===== src/hdl/ple_pkg.sv =====
`timescale 1ns / 1ps

package ple_pkg;

    // Operation codes carried in the op field of a request
    localparam logic [2:0] OP_INSERT = 3'd0;
    localparam logic [2:0] OP_DELETE = 3'd1;
    localparam logic [2:0] OP_READ   = 3'd2;
    localparam logic [2:0] OP_WRITE  = 3'd3;
    localparam logic [2:0] OP_LOCATE = 3'd4;
    localparam logic [2:0] OP_CLEAR  = 3'd5;

    // Fixed field widths of the request and response transactions
    localparam int POS_FIELD_W  = 5;
    localparam int WORD_FIELD_W = 32;

    typedef struct packed {
        logic [2:0]                     op;
        logic [POS_FIELD_W-1:0]         position;
        logic signed [WORD_FIELD_W-1:0] value;
    } ple_req_t;

    typedef struct packed {
        logic                           ok;
        logic signed [WORD_FIELD_W-1:0] read_value;
        logic [POS_FIELD_W-1:0]         found_position;
        logic [POS_FIELD_W-1:0]         length;
    } ple_rsp_t;

    // Controls broadcast from the sequencer to every cell
    typedef struct packed {
        logic ins;     // shift up behind the position, load the value at it
        logic del;     // shift down from the position onwards
        logic wr;      // overwrite the entry at the position
        logic rd;      // drop the entry at the position onto the scan bus
        logic locate;  // mark the first live entry equal to the value
    } ple_ctrl_t;

endpackage


===== src/hdl/ple_cell.sv =====
`timescale 1ns / 1ps

module ple_cell #(
    parameter int INDEX      = 0,
    parameter int CAPACITY   = 16,
    parameter int DATA_WIDTH = 32
) (
    input  logic                                          clk,
    input  logic                                          rst_n,
    input  ple_pkg::ple_ctrl_t                            ctrl,
    input  logic [((($clog2(CAPACITY+1)) > ple_pkg::POS_FIELD_W) ?
                   $clog2(CAPACITY+1) : ple_pkg::POS_FIELD_W)-1:0] pos,
    input  logic signed [DATA_WIDTH-1:0]                  value,
    input  logic [$clog2(CAPACITY+1)-1:0]                 count,
    input  logic signed [DATA_WIDTH-1:0]                  left_entry,
    input  logic signed [DATA_WIDTH-1:0]                  right_entry,
    output logic signed [DATA_WIDTH-1:0]                  entry,
    input  logic                                          scan_in_valid,
    input  logic signed [DATA_WIDTH-1:0]                  scan_in_data,
    input  logic [$clog2(CAPACITY+1)-1:0]                 scan_in_found,
    output logic                                          scan_out_valid,
    output logic signed [DATA_WIDTH-1:0]                  scan_out_data,
    output logic [$clog2(CAPACITY+1)-1:0]                 scan_out_found
);

    localparam int CNT_W = $clog2(CAPACITY + 1);
    localparam int POS_W = (CNT_W > ple_pkg::POS_FIELD_W) ? CNT_W : ple_pkg::POS_FIELD_W;

    logic signed [DATA_WIDTH-1:0] entry_reg, entry_next;
    logic                         scan_valid_reg, scan_valid_next;
    logic signed [DATA_WIDTH-1:0] scan_data_reg, scan_data_next;
    logic [CNT_W-1:0]             scan_found_reg, scan_found_next;
    logic                         at_pos;
    logic                         past_pos;
    logic                         in_list;

    // This cell sits at 1-based position INDEX+1
    assign at_pos   = (pos == POS_W'(INDEX + 1));
    assign past_pos = (POS_W'(INDEX + 1) > pos);
    assign in_list  = (CNT_W'(INDEX) < count);

    always_comb
    begin
        entry_next = entry_reg;
        priority if (ctrl.ins)
        begin
            if (at_pos)
                entry_next = value;
            else if (past_pos)
                entry_next = left_entry;
        end
        else if (ctrl.del)
        begin
            if (at_pos || past_pos)
                entry_next = right_entry;
        end
        else if (ctrl.wr && at_pos)
        begin
            entry_next = value;
        end
        else
        begin
            entry_next = entry_reg;
        end
    end

    always_comb
    begin
        scan_valid_next = scan_in_valid;
        scan_data_next  = scan_in_data;
        scan_found_next = scan_in_found;
        if (ctrl.rd && at_pos && in_list)
            scan_data_next = scan_in_data | entry_reg;
        if (ctrl.locate && in_list && (scan_in_found == '0) && (entry_reg == value))
            scan_found_next = CNT_W'(INDEX + 1);
    end

    always_ff @(posedge clk or negedge rst_n)
    begin
        if (!rst_n)
            scan_valid_reg <= 1'b0;
        else
            scan_valid_reg <= scan_valid_next;
    end

    always_ff @(posedge clk)
    begin
        entry_reg      <= entry_next;
        scan_data_reg  <= scan_data_next;
        scan_found_reg <= scan_found_next;
    end

    assign entry          = entry_reg;
    assign scan_out_valid = scan_valid_reg;
    assign scan_out_data  = scan_data_reg;
    assign scan_out_found = scan_found_reg;

endmodule


===== src/hdl/positional_list_engine.sv =====
`timescale 1ns / 1ps

// Ordered list of up to CAPACITY signed words, addressed by 1-based position,
// held in a row of cells. One request transaction is taken at a time. The
// request is latched, then executed on the following cycle: insert, delete,
// write and clear (and unknown codes) finish there. Insert and delete move
// every cell behind the position to its neighbour in that execute step. Read
// and locate send a scan token down the row of cells, one cell per cycle, and
// respond when the token leaves the last cell. A finished response waits in
// the output register (with one skid slot behind it), so a new request is
// taken while a response is still waiting for rsp_ready, as long as the skid
// slot is empty. Stored words keep their low DATA_WIDTH bits; read_value is
// sign-extended from DATA_WIDTH. Entries have no reset value.

module positional_list_engine #(
    parameter int CAPACITY   = 16,
    parameter int DATA_WIDTH = 32
) (
    input  logic              clk,
    input  logic              rst_n,
    input  logic              req_valid,
    output logic              req_ready,
    input  ple_pkg::ple_req_t req,
    output logic              rsp_valid,
    input  logic              rsp_ready,
    output ple_pkg::ple_rsp_t rsp
);

    localparam int CNT_W = $clog2(CAPACITY + 1);
    localparam int POS_W = (CNT_W > ple_pkg::POS_FIELD_W) ? CNT_W : ple_pkg::POS_FIELD_W;

    // Sequencer states
    localparam logic [1:0] ST_IDLE = 2'd0;
    localparam logic [1:0] ST_EXEC = 2'd1;
    localparam logic [1:0] ST_SCAN = 2'd2;

    logic [1:0]            state_reg, state_next;
    ple_pkg::ple_req_t     cmd_reg, cmd_next;
    logic [CNT_W-1:0]      count_reg, count_next;
    ple_pkg::ple_rsp_t     out_reg, out_next;
    logic                  out_valid_reg, out_valid_next;
    ple_pkg::ple_rsp_t     skid_reg, skid_next;
    logic                  skid_valid_reg, skid_valid_next;

    ple_pkg::ple_rsp_t     res;
    logic                  res_valid;
    ple_pkg::ple_ctrl_t    ctrl;
    logic                  req_take;
    logic                  out_free;
    logic [POS_W-1:0]      pos_ext;
    logic [POS_W-1:0]      count_ext;
    logic                  pos_in_list;
    logic                  pos_insertable;
    logic                  is_scan_op;
    logic signed [DATA_WIDTH-1:0] cmd_word;

    // Row of cells and the links between neighbours
    logic signed [DATA_WIDTH-1:0] entry_w   [CAPACITY];
    logic                         scan_v    [CAPACITY+1];
    logic signed [DATA_WIDTH-1:0] scan_d    [CAPACITY+1];
    logic [CNT_W-1:0]             scan_f    [CAPACITY+1];

    assign req_take  = req_valid && req_ready;
    assign req_ready = (state_reg == ST_IDLE) && !skid_valid_reg;

    assign pos_ext        = POS_W'(cmd_reg.position);
    assign count_ext      = POS_W'(count_reg);
    // Position valid for delete, read and write: 1 to length
    assign pos_in_list    = (pos_ext != '0) && (pos_ext <= count_ext);
    // Position valid for insert: 1 to length+1, and room left
    assign pos_insertable = (pos_ext != '0) && ((pos_ext - POS_W'(1)) <= count_ext)
                            && (count_reg < CNT_W'(CAPACITY));
    assign is_scan_op     = (cmd_reg.op == ple_pkg::OP_READ) ||
                            (cmd_reg.op == ple_pkg::OP_LOCATE);
    assign cmd_word       = DATA_WIDTH'(cmd_reg.value);

    // Broadcast controls; read and locate stay up for the whole scan
    always_comb
    begin
        ctrl        = '0;
        ctrl.rd     = (cmd_reg.op == ple_pkg::OP_READ);
        ctrl.locate = (cmd_reg.op == ple_pkg::OP_LOCATE);
        if (state_reg == ST_EXEC)
        begin
            ctrl.ins = (cmd_reg.op == ple_pkg::OP_INSERT) && pos_insertable;
            ctrl.del = (cmd_reg.op == ple_pkg::OP_DELETE) && pos_in_list;
            ctrl.wr  = (cmd_reg.op == ple_pkg::OP_WRITE)  && pos_in_list;
        end
    end

    // Launch the scan token into the first cell
    assign scan_v[0] = (state_reg == ST_EXEC) && is_scan_op;
    assign scan_d[0] = '0;
    assign scan_f[0] = '0;

    for (genvar i = 0; i < CAPACITY; i++)
    begin : g_cell
        logic signed [DATA_WIDTH-1:0] left_w;
        logic signed [DATA_WIDTH-1:0] right_w;

        if (i == 0)
        begin : g_first
            assign left_w = cmd_word;
        end
        else
        begin : g_inner_left
            assign left_w = entry_w[i-1];
        end

        if (i == CAPACITY - 1)
        begin : g_last
            assign right_w = entry_w[i];
        end
        else
        begin : g_inner_right
            assign right_w = entry_w[i+1];
        end

        ple_cell #(
            .INDEX      (i),
            .CAPACITY   (CAPACITY),
            .DATA_WIDTH (DATA_WIDTH)
        ) u_cell (
            .clk            (clk),
            .rst_n          (rst_n),
            .ctrl           (ctrl),
            .pos            (pos_ext),
            .value          (cmd_word),
            .count          (count_reg),
            .left_entry     (left_w),
            .right_entry    (right_w),
            .entry          (entry_w[i]),
            .scan_in_valid  (scan_v[i]),
            .scan_in_data   (scan_d[i]),
            .scan_in_found  (scan_f[i]),
            .scan_out_valid (scan_v[i+1]),
            .scan_out_data  (scan_d[i+1]),
            .scan_out_found (scan_f[i+1])
        );
    end

    // Sequencer: latch, execute, and wait for the scan token where needed
    always_comb
    begin
        state_next = state_reg;
        cmd_next   = cmd_reg;
        count_next = count_reg;
        res_valid  = 1'b0;
        res        = '0;
        res.length = ple_pkg::POS_FIELD_W'(count_reg);

        unique case (state_reg)
            ST_IDLE:
            begin
                if (req_take)
                begin
                    cmd_next   = req;
                    state_next = ST_EXEC;
                end
            end
            ST_EXEC:
            begin
                if (is_scan_op)
                begin
                    state_next = ST_SCAN;
                end
                else
                begin
                    res_valid  = 1'b1;
                    state_next = ST_IDLE;
                    unique case (cmd_reg.op)
                        ple_pkg::OP_INSERT:
                        begin
                            res.ok = pos_insertable;
                            if (pos_insertable)
                                count_next = count_reg + CNT_W'(1);
                        end
                        ple_pkg::OP_DELETE:
                        begin
                            res.ok = pos_in_list;
                            if (pos_in_list)
                                count_next = count_reg - CNT_W'(1);
                        end
                        ple_pkg::OP_WRITE:
                        begin
                            res.ok = pos_in_list;
                        end
                        ple_pkg::OP_CLEAR:
                        begin
                            res.ok     = 1'b1;
                            count_next = '0;
                        end
                        default:
                        begin
                            res.ok = 1'b0;
                        end
                    endcase
                    res.length = ple_pkg::POS_FIELD_W'(count_next);
                end
            end
            ST_SCAN:
            begin
                if (scan_v[CAPACITY])
                begin
                    res_valid  = 1'b1;
                    state_next = ST_IDLE;
                    if (cmd_reg.op == ple_pkg::OP_READ)
                    begin
                        res.ok         = pos_in_list;
                        res.read_value = ple_pkg::WORD_FIELD_W'(scan_d[CAPACITY]);
                    end
                    else
                    begin
                        res.ok             = 1'b1;
                        res.found_position = ple_pkg::POS_FIELD_W'(scan_f[CAPACITY]);
                    end
                end
            end
            default:
            begin
                state_next = ST_IDLE;
            end
        endcase
    end

    // Output register with one skid slot; a response is only produced while
    // the skid slot is empty
    assign out_free = !out_valid_reg || rsp_ready;

    always_comb
    begin
        out_next        = out_reg;
        out_valid_next  = out_valid_reg;
        skid_next       = skid_reg;
        skid_valid_next = skid_valid_reg;
        if (out_free)
        begin
            out_valid_next  = skid_valid_reg || res_valid;
            out_next        = skid_valid_reg ? skid_reg : res;
            skid_valid_next = 1'b0;
        end
        else if (res_valid)
        begin
            skid_next       = res;
            skid_valid_next = 1'b1;
        end
    end

    always_ff @(posedge clk or negedge rst_n)
    begin
        if (!rst_n)
        begin
            state_reg      <= ST_IDLE;
            count_reg      <= '0;
            out_valid_reg  <= 1'b0;
            skid_valid_reg <= 1'b0;
        end
        else
        begin
            state_reg      <= state_next;
            count_reg      <= count_next;
            out_valid_reg  <= out_valid_next;
            skid_valid_reg <= skid_valid_next;
        end
    end

    always_ff @(posedge clk)
    begin
        cmd_reg  <= cmd_next;
        out_reg  <= out_next;
        skid_reg <= skid_next;
    end

    assign rsp_valid = out_valid_reg;
    assign rsp       = out_reg;

    // A fresh response never meets an occupied skid slot
    a_skid_exclusive: assert property (@(posedge clk) disable iff (!rst_n)
        !(skid_valid_reg && res_valid))
        else $error("response produced while skid slot occupied");

    // Length never exceeds the number of cells
    a_count_bound: assert property (@(posedge clk) disable iff (!rst_n)
        count_reg <= CNT_W'(CAPACITY))
        else $error("list length beyond capacity");

    // A taken request is executed on the next cycle
    a_take_exec: assert property (@(posedge clk) disable iff (!rst_n)
        req_take |=> (state_reg == ST_EXEC))
        else $error("request not executed after acceptance");

    // The scan token only leaves the row while waiting for it
    a_scan_state: assert property (@(posedge clk) disable iff (!rst_n)
        scan_v[CAPACITY] |-> (state_reg == ST_SCAN))
        else $error("scan token arrived outside scan state");

endmodule


===== config.mk =====
export PLATFORM = sky130hd
export DESIGN_NAME = positional_list_engine
export DESIGN_NICKNAME = d
export VERILOG_FILES = /design/src/hdl/ple_pkg.sv /design/src/hdl/ple_cell.sv /design/src/hdl/positional_list_engine.sv
export SDC_FILE = /design/constraint.sdc
export NUM_CORES = 2
export LEC_CHECK = 0
export ABC_CLOCK_PERIOD_IN_PS = 18900
export BUFFER_PORTS_ARGS = -buffer_cell sky130_fd_sc_hd__buf_2
export CAP_MARGIN = 20
export CORE_ASPECT_RATIO = 1.5
export CORE_MARGIN = 4
export CORE_UTILIZATION = 60
export CTS_CLUSTER_DIAMETER = 60
export CTS_CLUSTER_SIZE = 20
export DETAILED_ROUTE_END_ITERATION = 8
export PLACE_DENSITY = 0.79
export SYNTH_ARGS = -nofsm -noshare
export SYNTH_HDL_FRONTEND = slang
export SYNTH_HIERARCHICAL = 1
export SYNTH_SLANG_ARGS = --single-unit

===== constraint.sdc =====
create_clock -name clk -period 18.9 [get_ports clk]
set_input_delay 0.945 -clock clk [delete_from_list [all_inputs] [get_ports clk]]
set_output_delay 0.945 -clock clk [all_outputs]
set_load 0.01 [all_outputs]

==> impl_metrics.py <==
metrics = {
    "job": {
        "cap_violations": 0,
    },
    "clock_network": {
        "clk-insertion-delay-late_ns": 0.72,
        "cts_hold_buf": 0,
        "h-tree-depth": 3,
        "clk_pin_slew_ns": 0.08,
        "cts_tree": "done",
        "clkSinkCount": 1255,
        "cts_root_buf": "clkbuf_16",
        "clk_path_buf_depth": 3,
        "post_cts_buffers": 0,
        "cts_resized": 0,
        "cts_buffers": 78,
    },
    "route": {
        "routed_wirelength_mm": 203,
        "drtPass1Iterations": 7,
        "via_per_inst": 6.72,
        "vias": 48200,
        "drc": 0,
        "routedWlPerCell_microns": 28.3,
        "ant_nets": 0,
        "drt_iter0_drc": 6483,
    },
    "sta": {
        "fmax_mhz": 144,
        "fin_crit_ns": 6.93,
        "min_period_over_period_pct": 36.7,
        "fin_skew_ns": 0.0314,
        "grt_setup_unrepaired": "false",
        "max_slew_margin_pct": 12.7,
        "fin_setup_tns_ns": 0,
        "whs_ns": 0.229,
        "worst_pin_slew_ns": 1.31,
        "setup_violations": 0,
        "final-max-slew-violation-count": 0,
        "finalHoldViolations": 0,
    },
    "floorplan": {
        "dieArea_sq_mm": 0.106,
        "rows": 142,
        "ioPinCount": 89,
        "die_h_microns": 397,
        "initial_core_util_pct": 60.5,
        "core_area_sq_mm": 0.100,
        "die_x_microns": 267,
    },
    "power_and_ir_drop": {
        "vdd_drop_max_uv": 71.8,
        "leakage_nw": 25.5,
        "p_sw_w": 0.00217,
        "sw_frac_of_total_pct": 32.4,
        "p_clk_share_pct": 26.8,
        "intPower_w": 0.00453,
        "seq_power_share_pct": 49.0,
        "finalPower_w": 0.00670,
        "p_per_area_mw_per_mm2": 104,
        "pwr-share-comb_pct": 24.2,
    },
    "min_path": {
        "min_path_type": "input port to async pin",
    },
    "global_route": {
        "grt_first_pass_wirelength_mm": 298,
        "grt_use_total_pct": 37.3,
        "grt_max_degree": 251,
        "first_global_vias": 45500,
        "grt_remaining_overflow": 0,
        "antenna_found_initial": 12,
    },
    "critical_path": {
        "critPathLaunchType": "register",
        "critPathRequiredTime_ns": 19.44,
        "end_kind": "register",
        "crit_arrival_ns": 7.47,
        "cp_slowest_stage_delay_ns": 0.92,
        "cpMostUsedCell": "buf_4",
        "slowest_stage": "buf_4",
        "worstPathCellList": "buf_4 > inv_1 > ha_1 > or4b_1 > nand2_1 > ha_1 > nand4_1 > or4b_1 > o21ai_2 > nand2_1 > nor2_4 > buf_4 > buf_12 > buf_4 > buf_4 > a211oi_1 > a31oi_1",
        "path_class": "register to register",
        "critPathMaxFanout": 221,
    },
    "finish": {
        "layout.nets": 5861,
        "final_cells": 7162,
        "area_growth_pct": 6.08,
        "layout_commonest_cell": "nand2_1",
        "fin_util_pct": 64.2,
        "final_cell_mix": "nand2_1, edfxtp_1, dfxtp_1",
        "layout-drive-gt1-share_pct": 7.16,
    },
    "synth": {
        "syn_avg_cell_area_sq_um": 10.2,
        "synthArstFlopShare_pct": 1.99,
        "yosysUniqueCellTypes": 81,
        "syn_area_sq_mm": 0.0605,
        "ys_ff_latch": 1255,
        "ys_seq_area_share_pct": 52.2,
        "synth_edf_count": 638,
        "syn-instance-count": 5925,
        "yosys_warnings": 6,
        "synthFlopType": "edfxtp_1",
    },
    "run_status": {
        "status": "complete, no violations",
    },
    "placed_design": {
        "dp_cells": 7013,
        "port-buffer-count": 88,
        "dpl.hpwl_mm": 134,
        "globalplace.congestion": 0.955,
    },
}
==> metal layers <==
layer / global-route usage [%] / up-vias / routed length, microns
met5: 0 / - / 113
met4: 34.4 / 18 / 23900
met3: 7.50 / 918 / 18700
met2: 58.9 / 3120 / 92800
met1: 42.3 / 23000 / 67000
li1: - / 21100 / -
==> critical path: cells and delay by family, from the launching register on <==
| family | cells | cell delay [ns] |
|---|---|---|
| AO/OA/AOI/OAI | 3 | 0.46 |
| buffers and inverters | 6 | 3.37 |
| flip-flops | 1 | 0.37 |
| AND/OR/NAND/NOR | 6 | 1.66 |
| adder cells (fa/ha/maj) | 2 | 0.41 |
==> final cells by class <==
type | instances | area (sq um)
Fill cell | 7862 | 35800
Antenna cell | 1 | 2.50
Clock inverter | 24 | 293
Clock buffer | 120 | 2120
Sequential cell | 1255 | 31600
Timing Repair Buffer | 209 | 1430
Multi-Input combinational cell | 4198 | 26900
Tap cell | 1296 | 1620
Inverter | 59 | 221
==> worst paths after layout <==
check / slack, ns / startpoint / cells after the start / to
max: 11.97 / pos_ext[0]$_DFFE_PP_ / 17 / g_cell[4].u_cell/entry[2]$_DFFE_PP_
min: 0.23 / rst_n / 1 / g_cell[10].u_cell/scan_out_valid$_DFF_PN0_
max reg2reg: 11.97 / pos_ext[0]$_DFFE_PP_ / 17 / g_cell[4].u_cell/entry[2]$_DFFE_PP_
min reg2reg: 0.34 / g_cell[1].u_cell/scan_out_valid$_DFF_PN0_ / 0 / g_cell[2].u_cell/scan_out_valid$_DFF_PN0_
max in group asynchronous: 18.28 / rst_n / 1 / g_cell[0].u_cell/scan_out_valid$_DFF_PN0_
min in group clk: 0.34 / g_cell[1].u_cell/scan_out_valid$_DFF_PN0_ / 0 / g_cell[2].u_cell/scan_out_valid$_DFF_PN0_
==> power groups by stage <==
stage               sequential [W]  clock [W]  combinational [W]
floorplan                  0.00341          0           0.000940
finish                     0.00328    0.00179            0.00162
CTS                        0.00327    0.00180            0.00157
global placement           0.00333          0            0.00151
detailed placement         0.00333          0            0.00156
global route               0.00329    0.00191            0.00173
==> stage by stage <==
| stage | instance area, sq um | setup slack [ns] |
|---|---|---|
| 2_1_floorplan | 60700 | 10.47 |
| 3_3_place_gp | 61700 | 12.54 |
| 3_5_place_dp | 61800 | 12.34 |
| 4_1_cts | 64200 | 12.27 |
| 5_1_grt | 64200 | 11.73 |
| 6_report | 64200 | 11.97 |
==> synth_stat cells (4+ instances only) <==
master / number / share of area [%]
buf_1: 13 / 0.081
and2_1: 42 / 0.43
o211ai_1: 5 / 0.062
o31ai_1: 31 / 0.38
edfxtp_1: 638 / 32
o21ai_0: 28 / 0.23
buf_6: 37 / 0.69
a31oi_1: 514 / 5.3
nand2_1: 1026 / 6.4
buf_2: 87 / 0.72
dfxtp_1: 592 / 20
xor2_1: 348 / 5.0
nor2b_1: 501 / 5.2
nor2_1: 41 / 0.25
buf_4: 16 / 0.20
nor3_1: 18 / 0.15
a21oi_1: 32 / 0.26
nor4_2: 4 / 0.083
nor4b_1: 5 / 0.072
clkbuf_1: 300 / 1.9
dfrtp_1: 25 / 1.0
ha_1: 16 / 0.33
inv_1: 58 / 0.36
and3_1: 12 / 0.12
mux2_2: 40 / 0.74
a211oi_1: 501 / 6.2
and3b_1: 15 / 0.22
or4_1: 10 / 0.12
nor3b_4: 5 / 0.15
nand4_1: 63 / 0.65
nor4_1: 99 / 1.0
xnor2_1: 166 / 2.4
nor3b_1: 5 / 0.062
a21o_1: 514 / 6.4
nand3_1: 24 / 0.20
a41o_1: 7 / 0.12
nand2b_1: 14 / 0.14
==> logic make-up after synthesis <==
family | after synthesis | synth area share (%)
AOI/OAI and AO/OA | 1666 | 19.5
xor gates and xnor gates | 514 | 7.44
adders and majority gates | 16 | 0.331
buffers and inverters | 513 | 3.92
DFF | 1255 | 52.2
muxes | 41 | 0.760
other | 1 | 0.00619
and+or+nand+nor | 1919 | 15.8
No activity file was read; power rests on OpenSTA's default activity.
